--- src/rtl/core/ospct_pkg.sv ---
// Shared types and constants of the one-shot and periodic compare timer.
package ospct_pkg;

	localparam int TIME_W  = 64;
	localparam int RES_W   = 32;
	localparam int CMD_W   = 3;
	localparam int DIGIT_W = 8;
	localparam int NDIG    = TIME_W / DIGIT_W;
	localparam int DIG_CNT_W = $clog2(NDIG);
	localparam int MOD_CNT_W = $clog2(TIME_W);

	localparam logic [TIME_W-1:0] TIME_MAX = {1'b0, {(TIME_W-1){1'b1}}};
	localparam logic [TIME_W-1:0] TIME_MIN = {1'b1, {(TIME_W-1){1'b0}}};

	// Command codes
	localparam logic [CMD_W-1:0] CMD_TICK        = 3'd0;
	localparam logic [CMD_W-1:0] CMD_START_AT    = 3'd1;
	localparam logic [CMD_W-1:0] CMD_START_AFTER = 3'd2;
	localparam logic [CMD_W-1:0] CMD_START_REP   = 3'd3;
	localparam logic [CMD_W-1:0] CMD_REP_FIRE    = 3'd4;
	localparam logic [CMD_W-1:0] CMD_CANCEL      = 3'd5;
	localparam logic [CMD_W-1:0] CMD_JUMP        = 3'd6;

	typedef struct packed {
		logic [CMD_W-1:0]         command;
		logic signed [TIME_W-1:0] now_time;
		logic signed [TIME_W-1:0] amount;
	} in_beat_t;

	typedef struct packed {
		logic                     fired;
		logic                     armed;
		logic signed [TIME_W-1:0] next_trigger;
	} out_beat_t;

	// Request to the digit-serial adder
	typedef struct packed {
		logic              start;
		logic              sub;
		logic              sat;
		logic [TIME_W-1:0] a;
		logic [TIME_W-1:0] b;
	} add_req_t;

	typedef struct packed {
		logic              done;
		logic              lt;
		logic [TIME_W-1:0] result;
	} add_rsp_t;

	// Request to the iterative modulo unit
	typedef struct packed {
		logic              start;
		logic [TIME_W-1:0] num;
		logic [TIME_W-1:0] den;
	} mod_req_t;

	typedef struct packed {
		logic              done;
		logic [TIME_W-1:0] rem;
	} mod_rsp_t;

endpackage

--- src/rtl/core/ospct_serial_add.sv ---
// Digit-serial signed adder/subtractor with optional saturation and signed compare.
module ospct_serial_add (
	input  logic                clk,
	input  logic                arst_n,
	input  ospct_pkg::add_req_t req,
	output ospct_pkg::add_rsp_t rsp
);
	import ospct_pkg::*;

	localparam logic [DIG_CNT_W-1:0] DIG_LAST = DIG_CNT_W'(NDIG - 1);

	logic [TIME_W-1:0]    a_q, b_q, sum_q, result_q;
	logic                 carry_q, a_sign_q, b_sign_q, sat_q, lt_q;
	logic                 busy_q, done_q;
	logic [DIG_CNT_W-1:0] cnt_q;

	logic [DIGIT_W:0]     dsum;
	logic [TIME_W-1:0]    full;
	logic                 ovf;
	logic [TIME_W-1:0]    b_load;

	// One digit of the sum, plus the completed word on the last digit
	always_comb begin
		dsum = {1'b0, a_q[DIGIT_W-1:0]} + {1'b0, b_q[DIGIT_W-1:0]}
			+ {{DIGIT_W{1'b0}}, carry_q};
		full = {dsum[DIGIT_W-1:0], sum_q[TIME_W-1:DIGIT_W]};
		ovf  = (a_sign_q == b_sign_q) && (full[TIME_W-1] != a_sign_q);
		b_load = req.sub ? ~req.b : req.b;
	end

	// Control: load on start, advance one digit a cycle
	always_ff @(posedge clk or negedge arst_n) begin
		if (!arst_n) begin
			busy_q <= 1'b0;
			done_q <= 1'b0;
			cnt_q  <= '0;
		end else begin
			done_q <= 1'b0;
			if (req.start) begin
				busy_q <= 1'b1;
				cnt_q  <= '0;
			end else if (busy_q) begin
				cnt_q <= cnt_q + 1'b1;
				if (cnt_q == DIG_LAST) begin
					busy_q <= 1'b0;
					done_q <= 1'b1;
				end
			end
		end
	end

	// Datapath: shift operands down, shift sum digits in from the top
	always_ff @(posedge clk) begin
		if (req.start) begin
			a_q      <= req.a;
			b_q      <= b_load;
			carry_q  <= req.sub;
			a_sign_q <= req.a[TIME_W-1];
			b_sign_q <= b_load[TIME_W-1];
			sat_q    <= req.sat;
		end else if (busy_q) begin
			a_q     <= a_q >> DIGIT_W;
			b_q     <= b_q >> DIGIT_W;
			carry_q <= dsum[DIGIT_W];
			sum_q   <= full;
			if (cnt_q == DIG_LAST) begin
				lt_q <= full[TIME_W-1] ^ ovf;
				if (sat_q && ovf)
					result_q <= a_sign_q ? TIME_MIN : TIME_MAX;
				else
					result_q <= full;
			end
		end
	end

	assign rsp.done   = done_q;
	assign rsp.lt     = lt_q;
	assign rsp.result = result_q;

endmodule

--- src/rtl/core/ospct_mod.sv ---
// Iterative restoring modulo unit, one remainder bit per cycle.
module ospct_mod (
	input  logic                clk,
	input  logic                arst_n,
	input  ospct_pkg::mod_req_t req,
	output ospct_pkg::mod_rsp_t rsp
);
	import ospct_pkg::*;

	localparam logic [MOD_CNT_W-1:0] MOD_LAST = MOD_CNT_W'(TIME_W - 1);

	logic [TIME_W-1:0]    num_q, den_q, rem_q;
	logic                 busy_q, done_q;
	logic [MOD_CNT_W-1:0] cnt_q;

	logic [TIME_W:0]      shifted;
	logic [TIME_W+1:0]    trial;
	logic [TIME_W-1:0]    rem_next;

	// Shift in the next dividend bit and try one subtract
	always_comb begin
		shifted  = {rem_q, num_q[TIME_W-1]};
		trial    = {1'b0, shifted} - {2'b00, den_q};
		rem_next = trial[TIME_W+1] ? shifted[TIME_W-1:0] : trial[TIME_W-1:0];
	end

	// Control: count the dividend bits
	always_ff @(posedge clk or negedge arst_n) begin
		if (!arst_n) begin
			busy_q <= 1'b0;
			done_q <= 1'b0;
			cnt_q  <= '0;
		end else begin
			done_q <= 1'b0;
			if (req.start) begin
				busy_q <= 1'b1;
				cnt_q  <= '0;
			end else if (busy_q) begin
				cnt_q <= cnt_q + 1'b1;
				if (cnt_q == MOD_LAST) begin
					busy_q <= 1'b0;
					done_q <= 1'b1;
				end
			end
		end
	end

	// Datapath: a zero divisor leaves a zero remainder
	always_ff @(posedge clk) begin
		if (req.start) begin
			num_q <= req.num;
			den_q <= req.den;
			rem_q <= '0;
		end else if (busy_q) begin
			num_q <= num_q << 1;
			if (cnt_q == MOD_LAST && den_q == '0)
				rem_q <= '0;
			else
				rem_q <= rem_next;
		end
	end

	assign rsp.done = done_q;
	assign rsp.rem  = rem_q;

endmodule

--- src/rtl/core/one_shot_periodic_compare_timer_core.sv ---
// Top level of the one-shot and periodic compare timer: sequencer and timer state.
//
// Usage:
//   Input channel (in_valid/in_stall/in_data) carries a command, the current time
//   and one time operand. Every accepted beat yields exactly one output beat
//   (out_valid/out_stall/out_data) with the fired flag, the armed flag and the
//   pending trigger time after the command.
//   cfg_we/cfg_data write the 32-bit time base resolution; write only while idle.
// Sequencing:
//   One item at a time. Sums and compares run through one digit-serial adder,
//   8 bits a cycle. Cancel, unused codes and a tick on a disarmed timer skip
//   the adder; starts and jumps take 2 to 3 passes; a tick that fires a
//   repeating timer takes five passes plus one run of the modulo unit.
// Reset:
//   arst_n clears the timer (disarmed, one-shot, trigger and period zero) and
//   sets the resolution to 1. No output beat is pending.
// Stall:
//   The result sits in an output register; a new input beat is taken while it
//   waits. A finished item holds in the sequencer until the register frees up.
module one_shot_periodic_compare_timer_core (
	input  logic                                clk,
	input  logic                                arst_n,
	input  logic                                in_valid,
	output logic                                in_stall,
	input  ospct_pkg::in_beat_t                 in_data,
	output logic                                out_valid,
	input  logic                                out_stall,
	output ospct_pkg::out_beat_t                out_data,
	input  logic                                cfg_we,
	input  logic [ospct_pkg::RES_W-1:0]         cfg_data
);
	import ospct_pkg::*;

	// Sequencer states
	localparam logic [1:0] ST_IDLE = 2'd0;
	localparam logic [1:0] ST_ADD  = 2'd1;
	localparam logic [1:0] ST_MOD  = 2'd2;
	localparam logic [1:0] ST_DONE = 2'd3;

	// Adder pass being waited on
	localparam logic [3:0] SP_ALIM = 4'd0;
	localparam logic [3:0] SP_ACMP = 4'd1;
	localparam logic [3:0] SP_SUM1 = 4'd2;
	localparam logic [3:0] SP_ARM  = 4'd3;
	localparam logic [3:0] SP_JMP  = 4'd4;
	localparam logic [3:0] SP_JEND = 4'd5;
	localparam logic [3:0] SP_TCMP = 4'd6;
	localparam logic [3:0] SP_GAP  = 4'd7;
	localparam logic [3:0] SP_MAG  = 4'd8;
	localparam logic [3:0] SP_BASE = 4'd9;
	localparam logic [3:0] SP_REP  = 4'd10;

	logic [1:0]        state_q;
	logic [3:0]        step_q;
	logic [CMD_W-1:0]  cmd_q;
	logic [TIME_W-1:0] now_q, amt_q, gap_q;
	logic              fired_q;

	logic              armed_q, rep_q;
	logic [TIME_W-1:0] trig_q, period_q;
	logic [RES_W-1:0]  res_q;

	logic              out_valid_q;
	out_beat_t         out_q;

	add_req_t          add_req_q;
	add_rsp_t          add_rsp;
	mod_req_t          mod_req_q;
	mod_rsp_t          mod_rsp;

	logic [TIME_W-1:0] res_ext;
	logic              cmd_rep;

	function automatic add_req_t issue(input logic [TIME_W-1:0] a,
		input logic [TIME_W-1:0] b, input logic sub, input logic sat);
		add_req_t r;
		r.start = 1'b1;
		r.sub   = sub;
		r.sat   = sat;
		r.a     = a;
		r.b     = b;
		return r;
	endfunction

	assign res_ext = {{(TIME_W-RES_W){1'b0}}, res_q};
	assign cmd_rep = (cmd_q == CMD_START_REP) || (cmd_q == CMD_REP_FIRE);

	ospct_serial_add u_add (
		.clk    (clk),
		.arst_n (arst_n),
		.req    (add_req_q),
		.rsp    (add_rsp)
	);

	ospct_mod u_mod (
		.clk    (clk),
		.arst_n (arst_n),
		.req    (mod_req_q),
		.rsp    (mod_rsp)
	);

	// Sequencer and timer state
	always_ff @(posedge clk or negedge arst_n) begin
		if (!arst_n) begin
			state_q         <= ST_IDLE;
			armed_q         <= 1'b0;
			rep_q           <= 1'b0;
			trig_q          <= '0;
			period_q        <= '0;
			res_q           <= RES_W'(1);
			out_valid_q     <= 1'b0;
			add_req_q.start <= 1'b0;
			mod_req_q.start <= 1'b0;
		end else begin
			add_req_q.start <= 1'b0;
			mod_req_q.start <= 1'b0;
			if (cfg_we)
				res_q <= cfg_data;
			// drop the output beat once taken
			if (out_valid_q && !out_stall)
				out_valid_q <= 1'b0;
			case (state_q)
				ST_IDLE: begin
					if (in_valid) begin
						cmd_q   <= in_data.command;
						now_q   <= in_data.now_time;
						amt_q   <= in_data.amount;
						fired_q <= 1'b0;
						state_q <= ST_ADD;
						case (in_data.command)
							CMD_TICK: begin
								if (armed_q) begin
									add_req_q <= issue(in_data.now_time, trig_q, 1'b1, 1'b0);
									step_q    <= SP_TCMP;
								end else begin
									state_q <= ST_DONE;
								end
							end
							CMD_START_AT: begin
								add_req_q <= issue(TIME_MAX, res_ext, 1'b1, 1'b0);
								step_q    <= SP_ALIM;
							end
							CMD_START_AFTER, CMD_START_REP, CMD_REP_FIRE: begin
								add_req_q <= issue(in_data.now_time, in_data.amount, 1'b0, 1'b1);
								step_q    <= SP_SUM1;
							end
							CMD_CANCEL: begin
								armed_q <= 1'b0;
								trig_q  <= '0;
								state_q <= ST_DONE;
							end
							CMD_JUMP: begin
								add_req_q <= issue(in_data.amount, in_data.now_time, 1'b1, 1'b1);
								step_q    <= SP_JMP;
							end
							default: begin
								state_q <= ST_DONE;
							end
						endcase
					end
				end
				ST_ADD: begin
					if (add_rsp.done) begin
						case (step_q)
							SP_ALIM: begin
								add_req_q <= issue(amt_q, add_rsp.result, 1'b1, 1'b0);
								step_q    <= SP_ACMP;
							end
							SP_ACMP: begin
								// below the limit: arm, otherwise cancel
								if (add_rsp.lt) begin
									add_req_q <= issue(amt_q, res_ext, 1'b0, 1'b1);
									step_q    <= SP_ARM;
								end else begin
									armed_q <= 1'b0;
									trig_q  <= '0;
									state_q <= ST_DONE;
								end
							end
							SP_SUM1: begin
								add_req_q <= issue(add_rsp.result, res_ext, 1'b0, 1'b1);
								step_q    <= SP_ARM;
							end
							SP_ARM: begin
								trig_q  <= add_rsp.result;
								armed_q <= 1'b1;
								rep_q   <= cmd_rep;
								if (cmd_rep)
									period_q <= amt_q;
								fired_q <= (cmd_q == CMD_REP_FIRE);
								state_q <= ST_DONE;
							end
							SP_JMP: begin
								add_req_q <= issue(trig_q, add_rsp.result, 1'b0, 1'b1);
								step_q    <= SP_JEND;
							end
							SP_JEND: begin
								trig_q  <= add_rsp.result;
								state_q <= ST_DONE;
							end
							SP_TCMP: begin
								// now before trigger: nothing to do
								if (add_rsp.lt) begin
									state_q <= ST_DONE;
								end else begin
									fired_q <= 1'b1;
									if (!rep_q) begin
										armed_q <= 1'b0;
										trig_q  <= '0;
										state_q <= ST_DONE;
									end else begin
										add_req_q <= issue(now_q, trig_q, 1'b1, 1'b0);
										step_q    <= SP_GAP;
									end
								end
							end
							SP_GAP: begin
								gap_q     <= add_rsp.result;
								add_req_q <= issue('0, period_q, 1'b1, 1'b0);
								step_q    <= SP_MAG;
							end
							SP_MAG: begin
								mod_req_q.start <= 1'b1;
								mod_req_q.num   <= gap_q;
								mod_req_q.den   <= period_q[TIME_W-1] ? add_rsp.result : period_q;
								state_q         <= ST_MOD;
							end
							SP_BASE: begin
								add_req_q <= issue(add_rsp.result, period_q, 1'b0, 1'b1);
								step_q    <= SP_REP;
							end
							SP_REP: begin
								trig_q  <= add_rsp.result;
								state_q <= ST_DONE;
							end
							default: begin
								state_q <= ST_DONE;
							end
						endcase
					end
				end
				ST_MOD: begin
					// skip the missed periods: base = now - gap mod period
					if (mod_rsp.done) begin
						add_req_q <= issue(now_q, mod_rsp.rem, 1'b1, 1'b0);
						step_q    <= SP_BASE;
						state_q   <= ST_ADD;
					end
				end
				ST_DONE: begin
					// hold until the output register is free
					if (!out_valid_q || !out_stall) begin
						out_q.fired        <= fired_q;
						out_q.armed        <= armed_q;
						out_q.next_trigger <= trig_q;
						out_valid_q        <= 1'b1;
						state_q            <= ST_IDLE;
					end
				end
				default: begin
					state_q <= ST_IDLE;
				end
			endcase
		end
	end

	assign in_stall  = (state_q != ST_IDLE);
	assign out_valid = out_valid_q;
	assign out_data  = out_q;

`ifndef SYNTH
	a_busy_after_accept: assert property (@(posedge clk) disable iff (!arst_n)
		in_valid && !in_stall |=> in_stall)
		else $error("sequencer took a beat without going busy");

	a_add_done_in_add: assert property (@(posedge clk) disable iff (!arst_n)
		add_rsp.done |-> state_q == ST_ADD)
		else $error("adder finished while sequencer was not waiting on it");

	a_mod_done_in_mod: assert property (@(posedge clk) disable iff (!arst_n)
		mod_rsp.done |-> state_q == ST_MOD)
		else $error("modulo unit finished while sequencer was not waiting on it");
`endif

endmodule

--- config.mk ---
export PLATFORM = sky130hd
export DESIGN_NAME = one_shot_periodic_compare_timer_core
export DESIGN_NICKNAME = d
export VERILOG_FILES = /design/src/rtl/core/ospct_pkg.sv /design/src/rtl/core/ospct_serial_add.sv /design/src/rtl/core/ospct_mod.sv /design/src/rtl/core/one_shot_periodic_compare_timer_core.sv
export SDC_FILE = /design/constraint.sdc
export NUM_CORES = 2
export LEC_CHECK = 0
export ABC_AREA = 1
export ABC_CLOCK_PERIOD_IN_PS = 32100
export BUFFER_PORTS_ARGS = -buffer_cell sky130_fd_sc_hd__buf_2
export CORE_ASPECT_RATIO = 0.8
export CORE_MARGIN = 2
export CORE_UTILIZATION = 55
export DETAILED_ROUTE_END_ITERATION = 12
export PLACE_DENSITY = 0.72
export SYNTH_ARGS = -nofsm -noshare
export SYNTH_HDL_FRONTEND = slang
export SYNTH_SLANG_ARGS = --single-unit
export TNS_END_PERCENT = 5
--- constraint.sdc ---
create_clock -name clk -period 32.1 [get_ports clk]
set_clock_uncertainty 0.1 [all_clocks]
set_input_delay 6.42 -clock clk [delete_from_list [all_inputs] [get_ports clk]]
set_output_delay 6.42 -clock clk [all_outputs]
set_load 0.02 [all_outputs]
==> results.yml <==
timing:
  slew_viol_final: 0
  tightest_slew_ns: 1.38
  fin_setup_tns_ns: 0
  hold_viol_final: 0
  finalSetupViolations: 0
  fin_crit_sh_pct: 29.1
  period_needed_ns: 9.33
  slew_headroom_pct: 6.76
  hold_ws_ns: 0.316
  setup_ws_ns: 22.77
  max_clock_freq_mhz: 107
  rsz0062_at_grt: "no"
clock_tree:
  cts_root_buf: "clkbuf_16"
  clk_latency_ns: 0.74
  clk_pin_slew_ns: 0.06
  cts_sinks: 1149
  cts_buffer_depth: 3
  post_cts_resized: 0
  post_cts_buffers: 0
  cts_tree: "built"
  ctsHtreeMaxLevel: 3
  cts_made_buffers: 110
  cts_hold_buffers: 0
synthesis:
  yosysTopAreaCellShare_pct: 49.0
  ys_async_sr_fraction_pct: 15.7
  syn_nets: 6250
  synth_seq_area_share_pct: 59.4
  synth.largest_area_cell: "edfxtp_1"
  syn_area_sq_um: 55500
  syn-instance-count: 6001
  syn_avg_cell_area_sq_um: 9.25
  ys.flop_type: "edfxtp_1"
  yosysWarnings: 0
  synth-seq-cells: 1149
  synth_edf_count: 905
  synthTopCellsByArea: "edfxtp_1 49%, nand2_1 13%, dfrtp_1 8.1%"
  synth_cell_type_count: 52
critical_path:
  r2r.worst_path.cells: 19
  worstPathBufferInverterCount: 5
  r2r_start: "u_mod.den_q[8]"
  slowest_stage: "buf_4"
  cp_cell_sequence: "buf_2, nor2_1, nor2_1, nand2_2, buf_4, nand2_1, clkinv_2, buf_4, o221ai_1, a21oi_1, nand2_1, nand2_1, inv_1"
  worstSetupStartpointType: "input pin"
  cpLargestDelayFamily: "buffers and inverters"
  crit_top_cell: "nand2_1"
  worstSetupPathType: "in -> reg"
  rr_endpoint: "u_mod.rem_q[47]"
  endpoint_kind: "register"
  cp_max_fo: 65
  cp_data_arrival_time_ns: 9.70
  slowest_delay_ns: 0.84
  cp_data_required_time_ns: 32.47
  reg2reg_slack_ns: 27.61
global_route:
  grt_pass1_vias: 42200
  grt_overflow: 0
  grt_pass1_wl_microns: 291000
  track_usage_pct: 38.7
  antenna_found_initial: 24
  grt_max_degree: 135
drt:
  viasPerCell: 6.10
  wl_microns: 204000
  top_layer_used: "met5"
  met3_length_microns: 34600
  vias: 46000
  first_iter_violations: 7857
  wl_met2_microns: 81500
  final_antenna_net_count: 0
  drc: 0
  drtPass1Iterations: 6
  m1WireLength_microns: 78400
  wl_per_cell_microns: 27.0
finish:
  area_growth_pct: 10.8
  drive_above_1_share_pct: 8.66
  fillCellCount: 8367
  fin_util_pct: 61.3
  fin_nets: 6373
place:
  place_congestion: 1.02
  dp_slack_ns: 22.29
  dp_hpwl_microns: 140000
  io_buffers: 235
power_and_ir_drop:
  power-per-cell-area_nw_per_um2: 81.9
  p_leak_nw: 26.6
  ir_drop_mv: 0.138
  p_total_mw: 5.04
  pwr-share-seq_pct: 45.6
  switchingPower_mw: 1.86
  switching_share_pct: 36.9
  clkPwrFrac_pct: 27.4
  p_comb_share_pct: 27.0
  p_int_mw: 3.18
die:
  initial_utilization_pct: 55.3
  die_area_sq_um: 103000
  rows: 104
  io-pin-count: 236
  core_area_sq_um: 100000
  die_w_microns: 359
  die_y_microns: 288
hold_path:
  hold_path_end: "mod_req_q[106]"
  hp-start: "gap_q[42]"
  min_path_cells: 0
  hold_class: "reg -> reg"
job:
  drv_cap: 0
run_status:
  status: "finished clean"
logic make-up after synthesis:
family,synth area share (%)
AND/OR/NAND/NOR,18.0
flip-flops,59.4
buffers and inverters,8.30
multiplexers,0.183
adder cells (fa/ha/maj),1.87
AO/OA/AOI/OAI,10.7
XOR/XNOR,1.59
layout by cell type (no fill, tap or decap), types with 8 or more instances in the layout:
cell       instances
nor2_1           244
nand4_1           30
a221oi_1          13
clkbuf_16        111
mux2_2             9
inv_1            881
o221ai_1         110
inv_2              8
dfrtp_1          176
buf_4             58
clkbuf_1          25
a21oi_1          251
a22oi_1           27
ha_1              77
a31oi_1           58
o21ai_0          281
nand3_1          237
o22ai_1          129
xor2_1             9
o211ai_1          52
clkinv_2          27
nor4_1            12
bufinv_16         14
nand3b_1          28
nand2_1         1888
nor3_1            18
edfxtp_1         905
o21bai_1          13
clkbuf_8          11
nand2_2           10
clkinv_1          10
xnor2_1           92
o21ai_1           34
dfxtp_1           64
buf_2            234
synth_stat cells, drive strengths merged, types with 2 or more instances:
master and instances:
nand3 241, nor4 14, dfrtp 179, o21ai 316
a211oi 3, clkbuf 159, a221oi 13, nor2 254
xor2 9, o221ai 110, a21oi 252, nand3b 28
buf 124, clkinv 2, inv 896, or2 3
nand4 30, o2111ai 5, nor3 23, xnor2 92
fa 3, edfxtp 905, o211ai 52, o21bai 13
dfxtp 64, a22o 2, nand2 1900, ha 78
mux2 9, a31oi 58, o22ai 129, a21boi 2
o31ai 2, a22oi 27
layout make-up:
class,instances,area [sq um],share of cell area [%]
flip-flops and latches,1149,33000,53.6
diodes,7,17.5,0.0285
clock buffers,146,3010,4.89
clock inverters,63,776,1.26
repair buffers,294,1640,2.67
well taps,1325,1660,2.70
multi-input cells,3671,18000,29.3
inverters,898,3390,5.51
power by group through the flow:
stage	clock network (mW)	logic, mW	registers, mW
after floorplan	0	0.823	2.23
after global placement	0	1.28	2.30
after detailed placement	0	1.30	2.30
after CTS	1.38	1.31	2.28
after global routing	1.44	1.44	2.31
final	1.38	1.36	2.30
layer usage:
metal	vias up	global-route usage, %
met3	522	17.0
met2	3633	53.3
met1	21700	53.8
li1	20200	-
met5	-	0
met4	18	15.0
flip-flops by register name, summed over array words and instances (netlist names), 2 cells and up:
signal          cells
add_req_q         131
amt_q              64
cmd_q               3
gap_q              64
mod_req_q         129
now_q              64
out_data           66
period_q           64
res_q              32
state_q             2
step_q              4
trig_q             64
u_add.a_q          64
u_add.b_q          64
u_add.cnt_q         3
u_add.result_q     64
u_add.sum_q        56
u_mod.cnt_q         6
u_mod.den_q        64
u_mod.num_q        64
u_mod.rem_q        64
how the worst max path moves through the flow:
stage	slack (ns)	to	startpoint	depth (start not counted)
after floorplan	11.55	add_req_q[0]	in_data[129]	6
after global placement	22.37	add_req_q[77]	in_data[129]	13
after detailed placement	22.29	add_req_q[98]	in_data[129]	13
after CTS	23.03	add_req_q[98]	in_data[129]	13
after global routing	22.81	add_req_q[122]	in_data[129]	13
final	22.77	add_req_q[98]	in_data[129]	13
metrics by stage:
| stage | area (sq um) | instances |
|---|---|---|
| floorplan | 55500 | 6001 |
| global placement | 57700 | 7337 |
| detailed placement | 57700 | 7337 |
| CTS | 61500 | 7546 |
| global route | 61500 | 7548 |
| finish | 61500 | 7553 |
Note: power is estimated with default switching activity, not from simulation.
